### config.mk
export PLATFORM = sky130hd
export DESIGN_NAME = fixed_region_map_table_top
export DESIGN_NICKNAME = d
export VERILOG_FILES = /design/src/hdl/frmt_pkg.sv /design/src/hdl/frmt_ram.sv /design/src/hdl/frmt_ovl.sv /design/src/hdl/fixed_region_map_table_top.sv
export SDC_FILE = /design/constraint.sdc
export NUM_CORES = 2
export LEC_CHECK = 0
export BUFFER_PORTS_ARGS = -buffer_cell sky130_fd_sc_hd__buf_2
export CAP_MARGIN = 0
export CORE_ASPECT_RATIO = 1.75
export CORE_MARGIN = 2
export CORE_UTILIZATION = 34
export CTS_CLUSTER_SIZE = 12
export DETAILED_ROUTE_END_ITERATION = 10
export GPL_ROUTABILITY_DRIVEN = 0
export PLACE_DENSITY = 0.5
export SYNTH_ARGS = -nofsm -noshare
export SYNTH_HDL_FRONTEND = slang
export SYNTH_SLANG_ARGS = --single-unit
### constraint.sdc
create_clock -name clock -period 28.5 [get_ports clock]
set_input_delay 4.275 -clock clock [delete_from_list [all_inputs] [get_ports clock]]
set_output_delay 4.275 -clock clock [all_outputs]
set_load 0.02 [all_outputs]
### src/hdl/frmt_pkg.sv
// Shared types and constants for the fixed region map table.
// No dependencies; imported by frmt_ovl, the top module and the testbench.
package frmt_pkg;

   localparam int TABLE_SLOTS_DEF = 16;
   localparam int PAGE_SHIFT_DEF  = 12;

   localparam logic       CMD_INSERT = 1'b0;
   localparam logic       CMD_READ   = 1'b1;

   localparam logic [32:0] WINDOW_LOW  = 33'h0_6000_0000;
   localparam logic [32:0] WINDOW_HIGH = 33'h0_8000_0000;

   localparam int FLAG_SHARED_BIT = 1;
   localparam int FLAG_FIXED_BIT  = 3;

   localparam logic [4:0] COUNT_MAX = 5'd31;

   typedef struct packed {
      logic [31:0] start;
      logic [30:0] length;
      logic [31:0] flags;
      logic [31:0] descriptor;
   } entry_type;

   typedef struct packed {
      logic [31:0] lo;
      logic [32:0] hi;
   } range_type;

endpackage

### src/hdl/frmt_ram.sv
// Generic single-write, single-read RAM with registered read data.
// No dependencies.
module frmt_ram #(
   parameter int WIDTH = 8,
   parameter int DEPTH = 16,
   parameter int AW    = (DEPTH > 1) ? $clog2(DEPTH) : 1
) (
   input  logic             clock,
   input  logic             wr_en,
   input  logic [AW-1:0]    wr_addr,
   input  logic [WIDTH-1:0] wr_data,
   input  logic [AW-1:0]    rd_addr,
   output logic [WIDTH-1:0] rd_data
);

   logic [WIDTH-1:0] mem_ff [DEPTH];
   logic [WIDTH-1:0] rd_data_ff;

   always_ff @(posedge clock) begin
      if (wr_en) begin
         mem_ff[wr_addr] <= wr_data;
      end
      rd_data_ff <= mem_ff[rd_addr];
   end

   assign rd_data = rd_data_ff;

endmodule

### src/hdl/frmt_ovl.sv
// Range overlap compare shared by every slot of the scan.
// Depends on frmt_pkg (range_type, entry_type).
module frmt_ovl (
   input  frmt_pkg::range_type req_range,
   input  frmt_pkg::entry_type entry,
   output logic                overlap
);
   import frmt_pkg::*;

   logic [32:0] entry_lo;
   logic [32:0] entry_hi;

   assign entry_lo = {1'b0, entry.start};
   assign entry_hi = entry_lo + {2'b00, entry.length};
   assign overlap  = ({1'b0, req_range.lo} < entry_hi) && (req_range.hi > entry_lo);

endmodule

### src/hdl/fixed_region_map_table_top.sv
// Fixed region map table: insert of fixed mappings with overlap check, slot read.
// Insert: one overlap compare per slot in ST_SCAN (through the shared compare unit and the
// table RAM read port), then the store in ST_FINISH; a rejected request goes straight to
// ST_DONE; a read passes ST_RDREQ and ST_RDDATA. ST_DONE waits while an untaken beat holds
// rsp_valid; req_ready returns with rsp_valid, so one request is in flight at a time.
// Synchronous reset clears the used flags, the mapping count and all handshake state.
module fixed_region_map_table_top #(
   parameter int TABLE_SLOTS = frmt_pkg::TABLE_SLOTS_DEF,
   parameter int PAGE_SHIFT  = frmt_pkg::PAGE_SHIFT_DEF
) (
   input  logic               clock,
   input  logic               reset,
   input  logic               req_valid,
   output logic               req_ready,
   input  logic               req_cmd,
   input  logic [31:0]        req_addr,
   input  logic signed [31:0] req_length,
   input  logic [31:0]        req_flags,
   input  logic signed [31:0] req_descriptor,
   input  logic [3:0]         req_slot_index,
   output logic               rsp_valid,
   input  logic               rsp_ready,
   output logic               rsp_status,
   output logic [31:0]        rsp_addr_out,
   output logic [30:0]        rsp_length_out,
   output logic               rsp_slot_used,
   output logic [4:0]         rsp_mapping_count
);
   import frmt_pkg::*;

   localparam int SLOT_W = (TABLE_SLOTS > 1) ? $clog2(TABLE_SLOTS) : 1;
   localparam logic [SLOT_W-1:0] LAST_SLOT = SLOT_W'(TABLE_SLOTS - 1);

   localparam logic [2:0] ST_IDLE   = 3'd0;
   localparam logic [2:0] ST_SCAN   = 3'd1;
   localparam logic [2:0] ST_FINISH = 3'd2;
   localparam logic [2:0] ST_RDREQ  = 3'd3;
   localparam logic [2:0] ST_RDDATA = 3'd4;
   localparam logic [2:0] ST_DONE   = 3'd5;

   logic [2:0]             state_ff, state_in;
   logic [31:0]            addr_ff, addr_in;
   logic [30:0]            len_ff, len_in;
   logic [31:0]            flags_ff, flags_in;
   logic [31:0]            desc_ff, desc_in;
   logic [3:0]             slot_ff, slot_in;
   logic [32:0]            hi_ff, hi_in;
   logic [SLOT_W-1:0]      scan_idx_ff, scan_idx_in;
   logic                   cmp_pend_ff, cmp_pend_in;
   logic                   hit_ff, hit_in;
   logic                   free_found_ff, free_found_in;
   logic [SLOT_W-1:0]      free_idx_ff, free_idx_in;
   logic [TABLE_SLOTS-1:0] valid_ff, valid_in;
   logic [4:0]             count_ff, count_in;
   logic                   res_status_ff, res_status_in;
   logic [31:0]            res_addr_ff, res_addr_in;
   logic [30:0]            res_len_ff, res_len_in;
   logic                   res_used_ff, res_used_in;
   logic                   rsp_valid_ff, rsp_valid_in;
   logic                   rsp_status_ff, rsp_status_in;
   logic [31:0]            rsp_addr_ff, rsp_addr_in;
   logic [30:0]            rsp_len_ff, rsp_len_in;
   logic                   rsp_used_ff, rsp_used_in;
   logic [4:0]             rsp_count_ff, rsp_count_in;

   logic [32:0]       req_hi;
   logic              pre_ok;
   logic [SLOT_W-1:0] slot_addr;
   logic              slot_in_range;
   logic              overlap;
   logic              hit_all;
   logic              ram_wr_en;
   logic [SLOT_W-1:0] ram_rd_addr;
   entry_type         ram_wr_data;
   entry_type         ram_rd_data;
   range_type         cur_range;

   assign req_hi = {1'b0, req_addr} + {1'b0, req_length};

   assign pre_ok = !req_length[31] && (req_length != 32'sd0)
                   && (req_addr != 32'd0) && (req_addr[PAGE_SHIFT-1:0] == '0)
                   && req_flags[FLAG_SHARED_BIT] && req_flags[FLAG_FIXED_BIT]
                   && ({1'b0, req_addr} >= WINDOW_LOW) && (req_hi <= WINDOW_HIGH);

   assign slot_addr     = SLOT_W'(slot_ff);
   assign slot_in_range = 32'(slot_ff) < 32'(TABLE_SLOTS);

   assign cur_range.lo = addr_ff;
   assign cur_range.hi = hi_ff;

   assign ram_rd_addr = (state_ff == ST_RDREQ) ? slot_addr : scan_idx_ff;
   assign ram_wr_data = '{start: addr_ff, length: len_ff, flags: flags_ff,
                          descriptor: desc_ff};
   assign hit_all     = hit_ff | (cmp_pend_ff & overlap);
   assign ram_wr_en   = (state_ff == ST_FINISH) && !hit_all && free_found_ff;

   frmt_ram #(
      .WIDTH ($bits(entry_type)),
      .DEPTH (TABLE_SLOTS),
      .AW    (SLOT_W)
   ) u_table (
      .clock   (clock),
      .wr_en   (ram_wr_en),
      .wr_addr (free_idx_ff),
      .wr_data (ram_wr_data),
      .rd_addr (ram_rd_addr),
      .rd_data (ram_rd_data)
   );

   frmt_ovl u_ovl (
      .req_range (cur_range),
      .entry     (ram_rd_data),
      .overlap   (overlap)
   );

   assign req_ready = (state_ff == ST_IDLE);

   always_comb begin
      state_in      = state_ff;
      addr_in       = addr_ff;
      len_in        = len_ff;
      flags_in      = flags_ff;
      desc_in       = desc_ff;
      slot_in       = slot_ff;
      hi_in         = hi_ff;
      scan_idx_in   = scan_idx_ff;
      cmp_pend_in   = cmp_pend_ff;
      hit_in        = hit_ff;
      free_found_in = free_found_ff;
      free_idx_in   = free_idx_ff;
      valid_in      = valid_ff;
      count_in      = count_ff;
      res_status_in = res_status_ff;
      res_addr_in   = res_addr_ff;
      res_len_in    = res_len_ff;
      res_used_in   = res_used_ff;
      rsp_valid_in  = rsp_valid_ff;
      rsp_status_in = rsp_status_ff;
      rsp_addr_in   = rsp_addr_ff;
      rsp_len_in    = rsp_len_ff;
      rsp_used_in   = rsp_used_ff;
      rsp_count_in  = rsp_count_ff;

      if (rsp_valid_ff && rsp_ready) begin
         rsp_valid_in = 1'b0;
      end

      unique case (state_ff)
         ST_IDLE: begin
            if (req_valid) begin
               addr_in  = req_addr;
               len_in   = req_length[30:0];
               flags_in = req_flags;
               desc_in  = req_descriptor;
               slot_in  = req_slot_index;
               hi_in    = req_hi;
               if (req_cmd == CMD_READ) begin
                  state_in = ST_RDREQ;
               end else if (pre_ok) begin
                  scan_idx_in   = '0;
                  cmp_pend_in   = 1'b0;
                  hit_in        = 1'b0;
                  free_found_in = 1'b0;
                  state_in      = ST_SCAN;
               end else begin
                  res_status_in = 1'b1;
                  res_addr_in   = '0;
                  res_len_in    = '0;
                  res_used_in   = 1'b0;
                  state_in      = ST_DONE;
               end
            end
         end
         ST_SCAN: begin
            cmp_pend_in = valid_ff[scan_idx_ff];
            hit_in      = hit_all;
            if (!valid_ff[scan_idx_ff] && !free_found_ff) begin
               free_found_in = 1'b1;
               free_idx_in   = scan_idx_ff;
            end
            if (scan_idx_ff == LAST_SLOT) begin
               state_in = ST_FINISH;
            end else begin
               scan_idx_in = scan_idx_ff + 1'b1;
            end
         end
         ST_FINISH: begin
            cmp_pend_in = 1'b0;
            res_len_in  = '0;
            res_used_in = 1'b0;
            if (ram_wr_en) begin
               valid_in[free_idx_ff] = 1'b1;
               if (count_ff != COUNT_MAX) begin
                  count_in = count_ff + 5'd1;
               end
               res_status_in = 1'b0;
               res_addr_in   = addr_ff;
            end else begin
               res_status_in = 1'b1;
               res_addr_in   = '0;
            end
            state_in = ST_DONE;
         end
         ST_RDREQ: begin
            state_in = ST_RDDATA;
         end
         ST_RDDATA: begin
            res_status_in = !slot_in_range;
            res_used_in   = slot_in_range && valid_ff[slot_addr];
            res_addr_in   = res_used_in ? ram_rd_data.start : '0;
            res_len_in    = res_used_in ? ram_rd_data.length : '0;
            state_in      = ST_DONE;
         end
         ST_DONE: begin
            if (!rsp_valid_ff || rsp_ready) begin
               rsp_valid_in  = 1'b1;
               rsp_status_in = res_status_ff;
               rsp_addr_in   = res_addr_ff;
               rsp_len_in    = res_len_ff;
               rsp_used_in   = res_used_ff;
               rsp_count_in  = count_ff;
               state_in      = ST_IDLE;
            end
         end
         default: begin
            state_in = ST_IDLE;
         end
      endcase
   end

   always_ff @(posedge clock) begin
      if (reset) begin
         state_ff     <= ST_IDLE;
         cmp_pend_ff  <= 1'b0;
         valid_ff     <= '0;
         count_ff     <= '0;
         rsp_valid_ff <= 1'b0;
      end else begin
         state_ff     <= state_in;
         cmp_pend_ff  <= cmp_pend_in;
         valid_ff     <= valid_in;
         count_ff     <= count_in;
         rsp_valid_ff <= rsp_valid_in;
      end
   end

   always_ff @(posedge clock) begin
      addr_ff       <= addr_in;
      len_ff        <= len_in;
      flags_ff      <= flags_in;
      desc_ff       <= desc_in;
      slot_ff       <= slot_in;
      hi_ff         <= hi_in;
      scan_idx_ff   <= scan_idx_in;
      hit_ff        <= hit_in;
      free_found_ff <= free_found_in;
      free_idx_ff   <= free_idx_in;
      res_status_ff <= res_status_in;
      res_addr_ff   <= res_addr_in;
      res_len_ff    <= res_len_in;
      res_used_ff   <= res_used_in;
      rsp_status_ff <= rsp_status_in;
      rsp_addr_ff   <= rsp_addr_in;
      rsp_len_ff    <= rsp_len_in;
      rsp_used_ff   <= rsp_used_in;
      rsp_count_ff  <= rsp_count_in;
   end

   assign rsp_valid         = rsp_valid_ff;
   assign rsp_status        = rsp_status_ff;
   assign rsp_addr_out      = rsp_addr_ff;
   assign rsp_length_out    = rsp_len_ff;
   assign rsp_slot_used     = rsp_used_ff;
   assign rsp_mapping_count = rsp_count_ff;

endmodule

[Yosys cells after proc, flatten, opt, wreduce, memory -nomap -nowiden]
Memories as Yosys holds them, arrays and structs flattened. A register that Yosys moved wholly into a read port is not among the register bits.
Index checks and enable logic that the tools add are counted.
Operators by class
  add/sub/neg operators: 4
  multiply operators: 0
  div/mod/pow operators: 0
  $lt $le $gt $ge: 8
  equal/unequal tests: 15
  shifts and indexed selects: 0
  muxes and demuxes: 50
  bitwise operators: 3
  reduce and logical (&&, ||, !) cells: 38
Operators with widths (count)
  32-bit 2-to-1 mux: 5
  31-bit 2-to-1 mux: 4
  32-bit one-hot mux with 3 select lines: 1
  31-bit one-hot mux with 3 select lines: 1
  32-bit nonzero test: 2
  32-bit by 31-bit adder with 33-bit output: 1
  32-bit by 32-bit adder with 33-bit output: 1
  33-bit by 32-bit > comparator with 1-bit output: 1
  33-bit by 32-bit less-or-equal comparator with 1-bit output (second input constant): 1
  32-bit by 33-bit < comparator with 1-bit output: 1
  32-bit by 31-bit >= comparator with 1-bit output (second input constant): 1
  4-bit 2-to-1 mux: 5
  1-bit 2-to-1 mux: 19
  16-bit OR: 1
  4-bit by 5-bit < comparator with 1-bit output (second input constant): 3
  3-bit 2-to-1 mux: 5
  3-bit one-hot mux with 5 select lines: 1
  2-bit inequality test (second input constant): 7
  1-bit logical AND: 13
  12-bit logical NOT: 1
  4-bit AND reduction: 3
  5-bit AND reduction: 2
  1-bit one-hot mux with 3 select lines: 3
  1-bit binary-select mux with 4-bit select: 2
  22 further kinds: 34
Word-level totals
  register bits: 335
  bits in latches: 0
  bits in writable memories: 2032
  memory bits (read-only): 0
  output and inout port bits: 72
  word-level logic and storage cells: 143
  memories: 1
Memories
  u_table.mem_ff: depth 16, width 127, rd ports 1, clocked after memory_dff 1, wr ports 1, RTL line frmt_ram.sv:16  | logic [WIDTH-1:0] mem_ff [DEPTH];

[Longest topological paths before layout]
  word-level depth: 12
  mapped depth: 23
  depth with buffers taken out: 22

[Hierarchy]
From an unflattened synthesis, not the netlist that was laid out.
Unflattened totals
  cell total of the unflattened synthesis: 4609
  area total of the unflattened synthesis: 95549.1 µm²
Modules (own cells, without submodules)
  frmt_ram: instances 1, cells an instance 3321, area each 78795.6 µm², seq. area each 63561.0 µm²
  fixed_region_map_table_top: instances 1, cells an instance 900, area each 13699.4 µm², seq. area each 9799.4 µm²
  frmt_ovl: instances 1, cells an instance 388, area each 3054.2 µm², seq. area each 0.0 µm²

[Worst setup path after synthesis]
Ideal clock, no wire load.
  kind: register to register
  start: reg u_table.rd_data_ff[95] (netlist: u_table.rd_data[95]) (read register of u_table.mem_ff)
  end: mem u_table.mem_ff[12][100] (netlist bit), enable pin
  arrival: 10721 ps
  slack: 17114 ps
  stages on the path, launching flop included: 21
  buffers on the path: 0
  clock period less this slack: 11386 ps
  cell sequence: dfxtp_1 > ha_1 > fa_1 > a21o_1 > a21oi_1 > o21bai_1 > a2111oi_2 > nor3_1 > o211a_1 > or4_1 > a31o_2 > a21oi_1 > xor2_1 > ha_1 > o21ai_0 > nand2b_1 > a21oi_1 > nor3_1 > o211a_1 > o21a_1 > nor4b_1
Between the ends
  cells in the longest elaborated chain, start to end: 10
  elaborated cells on any way between the ends: 11
  those cells by class: 1 x add/sub; 2 x order compare; 2 x mux; 2 x bitwise; 4 x reduce/logical
Ends and longest elaborated chain
  start: declaration: RTL line frmt_ram.sv:17  | logic [WIDTH-1:0] rd_data_ff;
  32-bit by 31-bit adder with 33-bit output: RTL line frmt_ovl.sv:14  | assign entry_hi = entry_lo + {2'b00, entry.length};
  32-bit by 33-bit < comparator with 1-bit output: RTL line frmt_ovl.sv:15  | assign overlap = ({1'b0, req_range.lo} < entry_hi) && (req_range.hi > entry_lo);
  1-bit logical AND (*): RTL line frmt_ovl.sv:15
  1-bit bitwise AND (*): RTL line fixed_region_map_table_top.sv:94  | assign hit_all = hit_ff | (cmp_pend_ff & overlap);
  1-bit OR (*): RTL line fixed_region_map_table_top.sv:94
  1-bit logical NOT (*): RTL line fixed_region_map_table_top.sv:95  | assign ram_wr_en = (state_ff == ST_FINISH) && !hit_all && free_found_ff;
  1-bit logical AND (*) (2 in series): RTL line fixed_region_map_table_top.sv:95
  1-bit 2-to-1 mux (*): RTL line frmt_ram.sv:20  | if (wr_en) begin
  1-bit 2-to-1 mux (implied by the code) (*): RTL line frmt_ram.sv:21  | mem_ff[wr_addr] <= wr_data;
  end: declaration: RTL line frmt_ram.sv:16
Every way passes the cells marked *; elsewhere a longest branch is shown, timed or not.

[Final worst setup path]
  start: reg u_table.rd_data_ff[64] (netlist: u_table.rd_data[64]) (read register of u_table.mem_ff)
  end: mem u_table.mem_ff[6][102] (netlist bit), enable pin
Between the ends
  cells in the longest elaborated chain, start to end: 10
Ends and longest elaborated chain (RTL line)
  32-bit by 31-bit adder with 33-bit output: frmt_ovl.sv:14
  32-bit by 33-bit < comparator with 1-bit output: frmt_ovl.sv:15
  1-bit logical AND: frmt_ovl.sv:15
  1-bit bitwise AND: fixed_region_map_table_top.sv:94
  1-bit OR: fixed_region_map_table_top.sv:94
  1-bit logical NOT: fixed_region_map_table_top.sv:95
  1-bit logical AND (2 in series): fixed_region_map_table_top.sv:95
  1-bit 2-to-1 mux: frmt_ram.sv:20
  1-bit 2-to-1 mux (implied by the code): frmt_ram.sv:21
No other way between the ends.

==> results.yml <==
power_and_ir_drop:
  internal-power_mw: 4.04
  clkPwrFrac_pct: 28.6
  p_comb_share_pct: 27.2
  ir_drop_mv: 0.0658
  finalPower_mw: 5.92
  power.share.switching_pct: 31.7
  pwr_density_cell_nw_per_um2: 96.0
  seqPwrFrac_pct: 44.2
  p_sw_mw: 1.88
  p_leak_nw: 20.4
yosys:
  synthTopCellsByArea: "edfxtp_1 (69%), mux4_2 (11%), dfxtp_1 (3.3%)"
  synthArstFlopShare_pct: 0
  syn_area_per_cell_um2: 18.1
  synth_cell_type_count: 76
  mappedNetlistNets: 3258
  netlist.area_leader.share_pct: 69.4
  seq_area_frac_synth_pct: 72.7
  yosys.area.top_type: "edfxtp_1"
  synth_flop_cell: "edfxtp_1"
  synth.most_common_cell: "edfxtp_1"
  yosysWarnings: 0
  synth_edf_count: 1253
  netlist_area_um2: 54200
  synth_cells: 2990
  synthTopCellsByCount: "edfxtp_1 (1,253), mux4_2 (262), nand2_1 (168)"
  ys_ff_latch: 1342
critical_path:
  crit_path_top_delay_cell: "a2111oi_2"
  crit_cells: 21
  arrival_ns: 9.40
  crit_fanout: 44
  ff2ff_setup_slack_ns: 19.47
  crit_chain: "ha_1 > fa_1 > a21o_1 > a21oi_1 > o21bai_1 > a2111oi_2 > nor3_1 > or4_1 > xnor2_1 > ha_1 > nand4_1 > nor2_1 > o2111ai_1 > o211ai_1 > o211a_1 > o21a_2 > buf_4 > nand3b_1 > nor2_4 > buf_4 > buf_4"
  end_kind: "flop"
  rr_worst_depth: 21
  worst_path_most_repeated_cell: "buf_4"
  path_class: "reg2reg"
  required_ns: 28.88
  critPathBufInv: 3
  timing.critical_path.from: "u_table.rd_data[64]"
  cpLargestDelayFamily: "compound AO/OA/AOI/OAI gates"
  startpoint_type: "flop"
  slowest_delay_ns: 0.84
  r2r_end: "u_table.mem_ff[6][102]"
  cp-endpoint: "u_table.mem_ff[6][102]"
  regToRegStartpoint: "u_table.rd_data[64]"
cts:
  postCtsSetupBuffers: 0
  cts_hold_buf: 0
  clock-sinks: 1342
  root_buffer: "clkbuf_16"
  path_clk_slew_ns: 0.06
  cts_tree: "built"
  cts_buffer_depth: 4
  htree_levels: 4
  cts_resized: 0
  cts_buffers: 142
  clock_latency_ns: 0.77
floorplanning:
  rows: 193
  die_h_um: 532
  die_area_um2: 163000
  initial_core_util_pct: 34.3
  core_area_um2: 158000
  io_pins: 209
  die_w_um: 306
sta:
  period_minus_slack_ns: 9.03
  worst_pin_slew_ns: 1.16
  rsz0062_at_grt: "false"
  final.setup_skew_ns: 0.0469
  hold_viol: 0
  relSlewSlack_pct: 20.8
  finalSetupViolCount: 0
  timing.final.crit_share_pct: 31.7
  slew_violations: 0
  max_freq_ghz: 0.111
  setup_tns_ns: 0
global_route:
  grt_usage_pct: 18.2
  gr-total-overflow: 0
  grt_pass1_wl_um: 214000
  grt_pass1_vias: 30000
  grt_max_degree: 127
  antenna_found_initial: 14
route:
  vias_per_cell: 5.38
  ant_nets: 0
  dr.max_layer_used: "met5"
  wl_met2_um: 77500
  drt-initial-drc-count: 1889
  met1Wirelength_um: 62700
  dr.pass1.iters: 5
  post-route-drc-count: 0
  wl_per_cell_um: 28.1
  wl_met3_um: 5840
  vias: 28800
  wl_um: 150000
run_status:
  status: "complete, no violations"
cells_and_area:
  layout-drive-gt1-share_pct: 20.6
  nNetsFinal: 3472
  nFillCells: 14400
  syn2layout_area_growth_pct: 13.9
flow_run:
  max-cap-violations: 0
placement:
  io_buffers: 146
  dp_hpwl_um: 90100
hold_path:
  hp-class: "reg2reg"
==> power groups by stage <==
stage               Combinational, mW  Sequential [mW]  Clock [mW]
finish                           1.61             2.62        1.70
global route                     1.77             2.63        1.81
CTS                              1.64             2.62        1.74
detailed placement               1.63             2.66           0
global placement                 1.63             2.65           0
floorplan                        1.16             2.55           0
==> routing by layer <==
metal	vias to the layer above	track usage, %
met5	-	0
met4	4	5.50
met3	215	2.18
met2	688	32.4
met1	15400	23.2
li1	12500	-
==> stage by stage <==
stage          utilization (%)  area [um^2]  std cells  setup WS, ns  hold slack (ns)
2_1_floorplan                -        54200       2990         17.11            0.400
3_3_place_gp              36.4        57600       5107         18.96            0.401
3_5_place_dp              36.4        57600       5107         18.93            0.405
4_1_cts                   39.0        61700       5349         19.21            0.395
5_1_grt                   39.0        61700       5350         19.21            0.399
6_report                  39.0        61700       5351         19.47            0.398
==> layout by cell type, fill, tap and decap left out, types with 14 or more instances in the layout <==
| cell | count |
|---|---|
| a211oi_1 | 77 |
| xor2_1 | 20 |
| nand4_1 | 32 |
| a31oi_1 | 74 |
| clkbuf_16 | 145 |
| a22o_1 | 34 |
| buf_4 | 51 |
| ha_1 | 129 |
| nand2b_1 | 14 |
| o211ai_1 | 14 |
| nor2_1 | 61 |
| a21oi_1 | 82 |
| nand3_1 | 25 |
| inv_1 | 80 |
| and2_1 | 102 |
| o21ai_0 | 38 |
| o22ai_1 | 17 |
| xnor2_1 | 28 |
| nand2_1 | 168 |
| clkbuf_1 | 80 |
| a21o_1 | 50 |
| dfxtp_1 | 89 |
| buf_2 | 146 |
| nor3_1 | 25 |
| mux4_2 | 262 |
| edfxtp_1 | 1253 |
==> how the worst min path moves through the flow <==
stage	startpoint	end	slack [ns]	depth (start not counted)
finish	res_addr_ff[24]	rsp_addr_out[24]	0.40	0
global route	res_addr_ff[7]	rsp_addr_out[7]	0.40	0
CTS	res_addr_ff[24]	rsp_addr_out[24]	0.39	0
detailed placement	res_len_ff[28]	rsp_length_out[28]	0.41	0
global placement	res_addr_ff[28]	rsp_addr_out[28]	0.40	0
floorplan	res_addr_ff[0]	rsp_addr_out[0]	0.40	0
==> final cells by class <==
| class | count | area, um^2 | area share (%) |
|---|---|---|---|
| antenna | 2 | 5.00 | 0.00811 |
| clock buffer | 229 | 3980 | 6.46 |
| clock inverter | 13 | 106 | 0.172 |
| inverter | 80 | 300 | 0.487 |
| multi-input combinational | 1437 | 14100 | 22.9 |
| sequential | 1342 | 39400 | 63.9 |
| tap | 2047 | 2560 | 4.15 |
| timing repair buffer | 201 | 1190 | 1.93 |
==> sequential cells by signal, indices dropped and copies added (netlist names) <==
signal	cells
addr_ff	32
cmp_pend_ff	1
count_ff	5
free_found_ff	1
free_idx_ff	4
hi_ff	33
hit_ff	1
len_ff	31
res_addr_ff	32
res_len_ff	31
res_status_ff	1
res_used_ff	1
rsp_addr_out	32
rsp_length_out	31
rsp_mapping_count	5
rsp_slot_used	1
rsp_status	1
rsp_valid	1
scan_idx_ff	4
slot_addr	4
state_ff	3
u_table.mem_ff	1008
u_table.rd_data	63
valid_ff	16
==> cell families (layout without fill, tap and decap cells) <==
group,after synthesis,in the layout,synth area share (%)
buffers and inverters,211,523,1.53
and+or+nand+nor,514,514,4.81
other,0,2,0
AOI/OAI and AO/OA,472,472,6.03
DFF,1342,1342,72.7
xor gates and xnor gates,48,48,0.776
muxes,272,272,11.1
adders and majority gates,131,131,3.05
(Power assumes the default switching activity.)
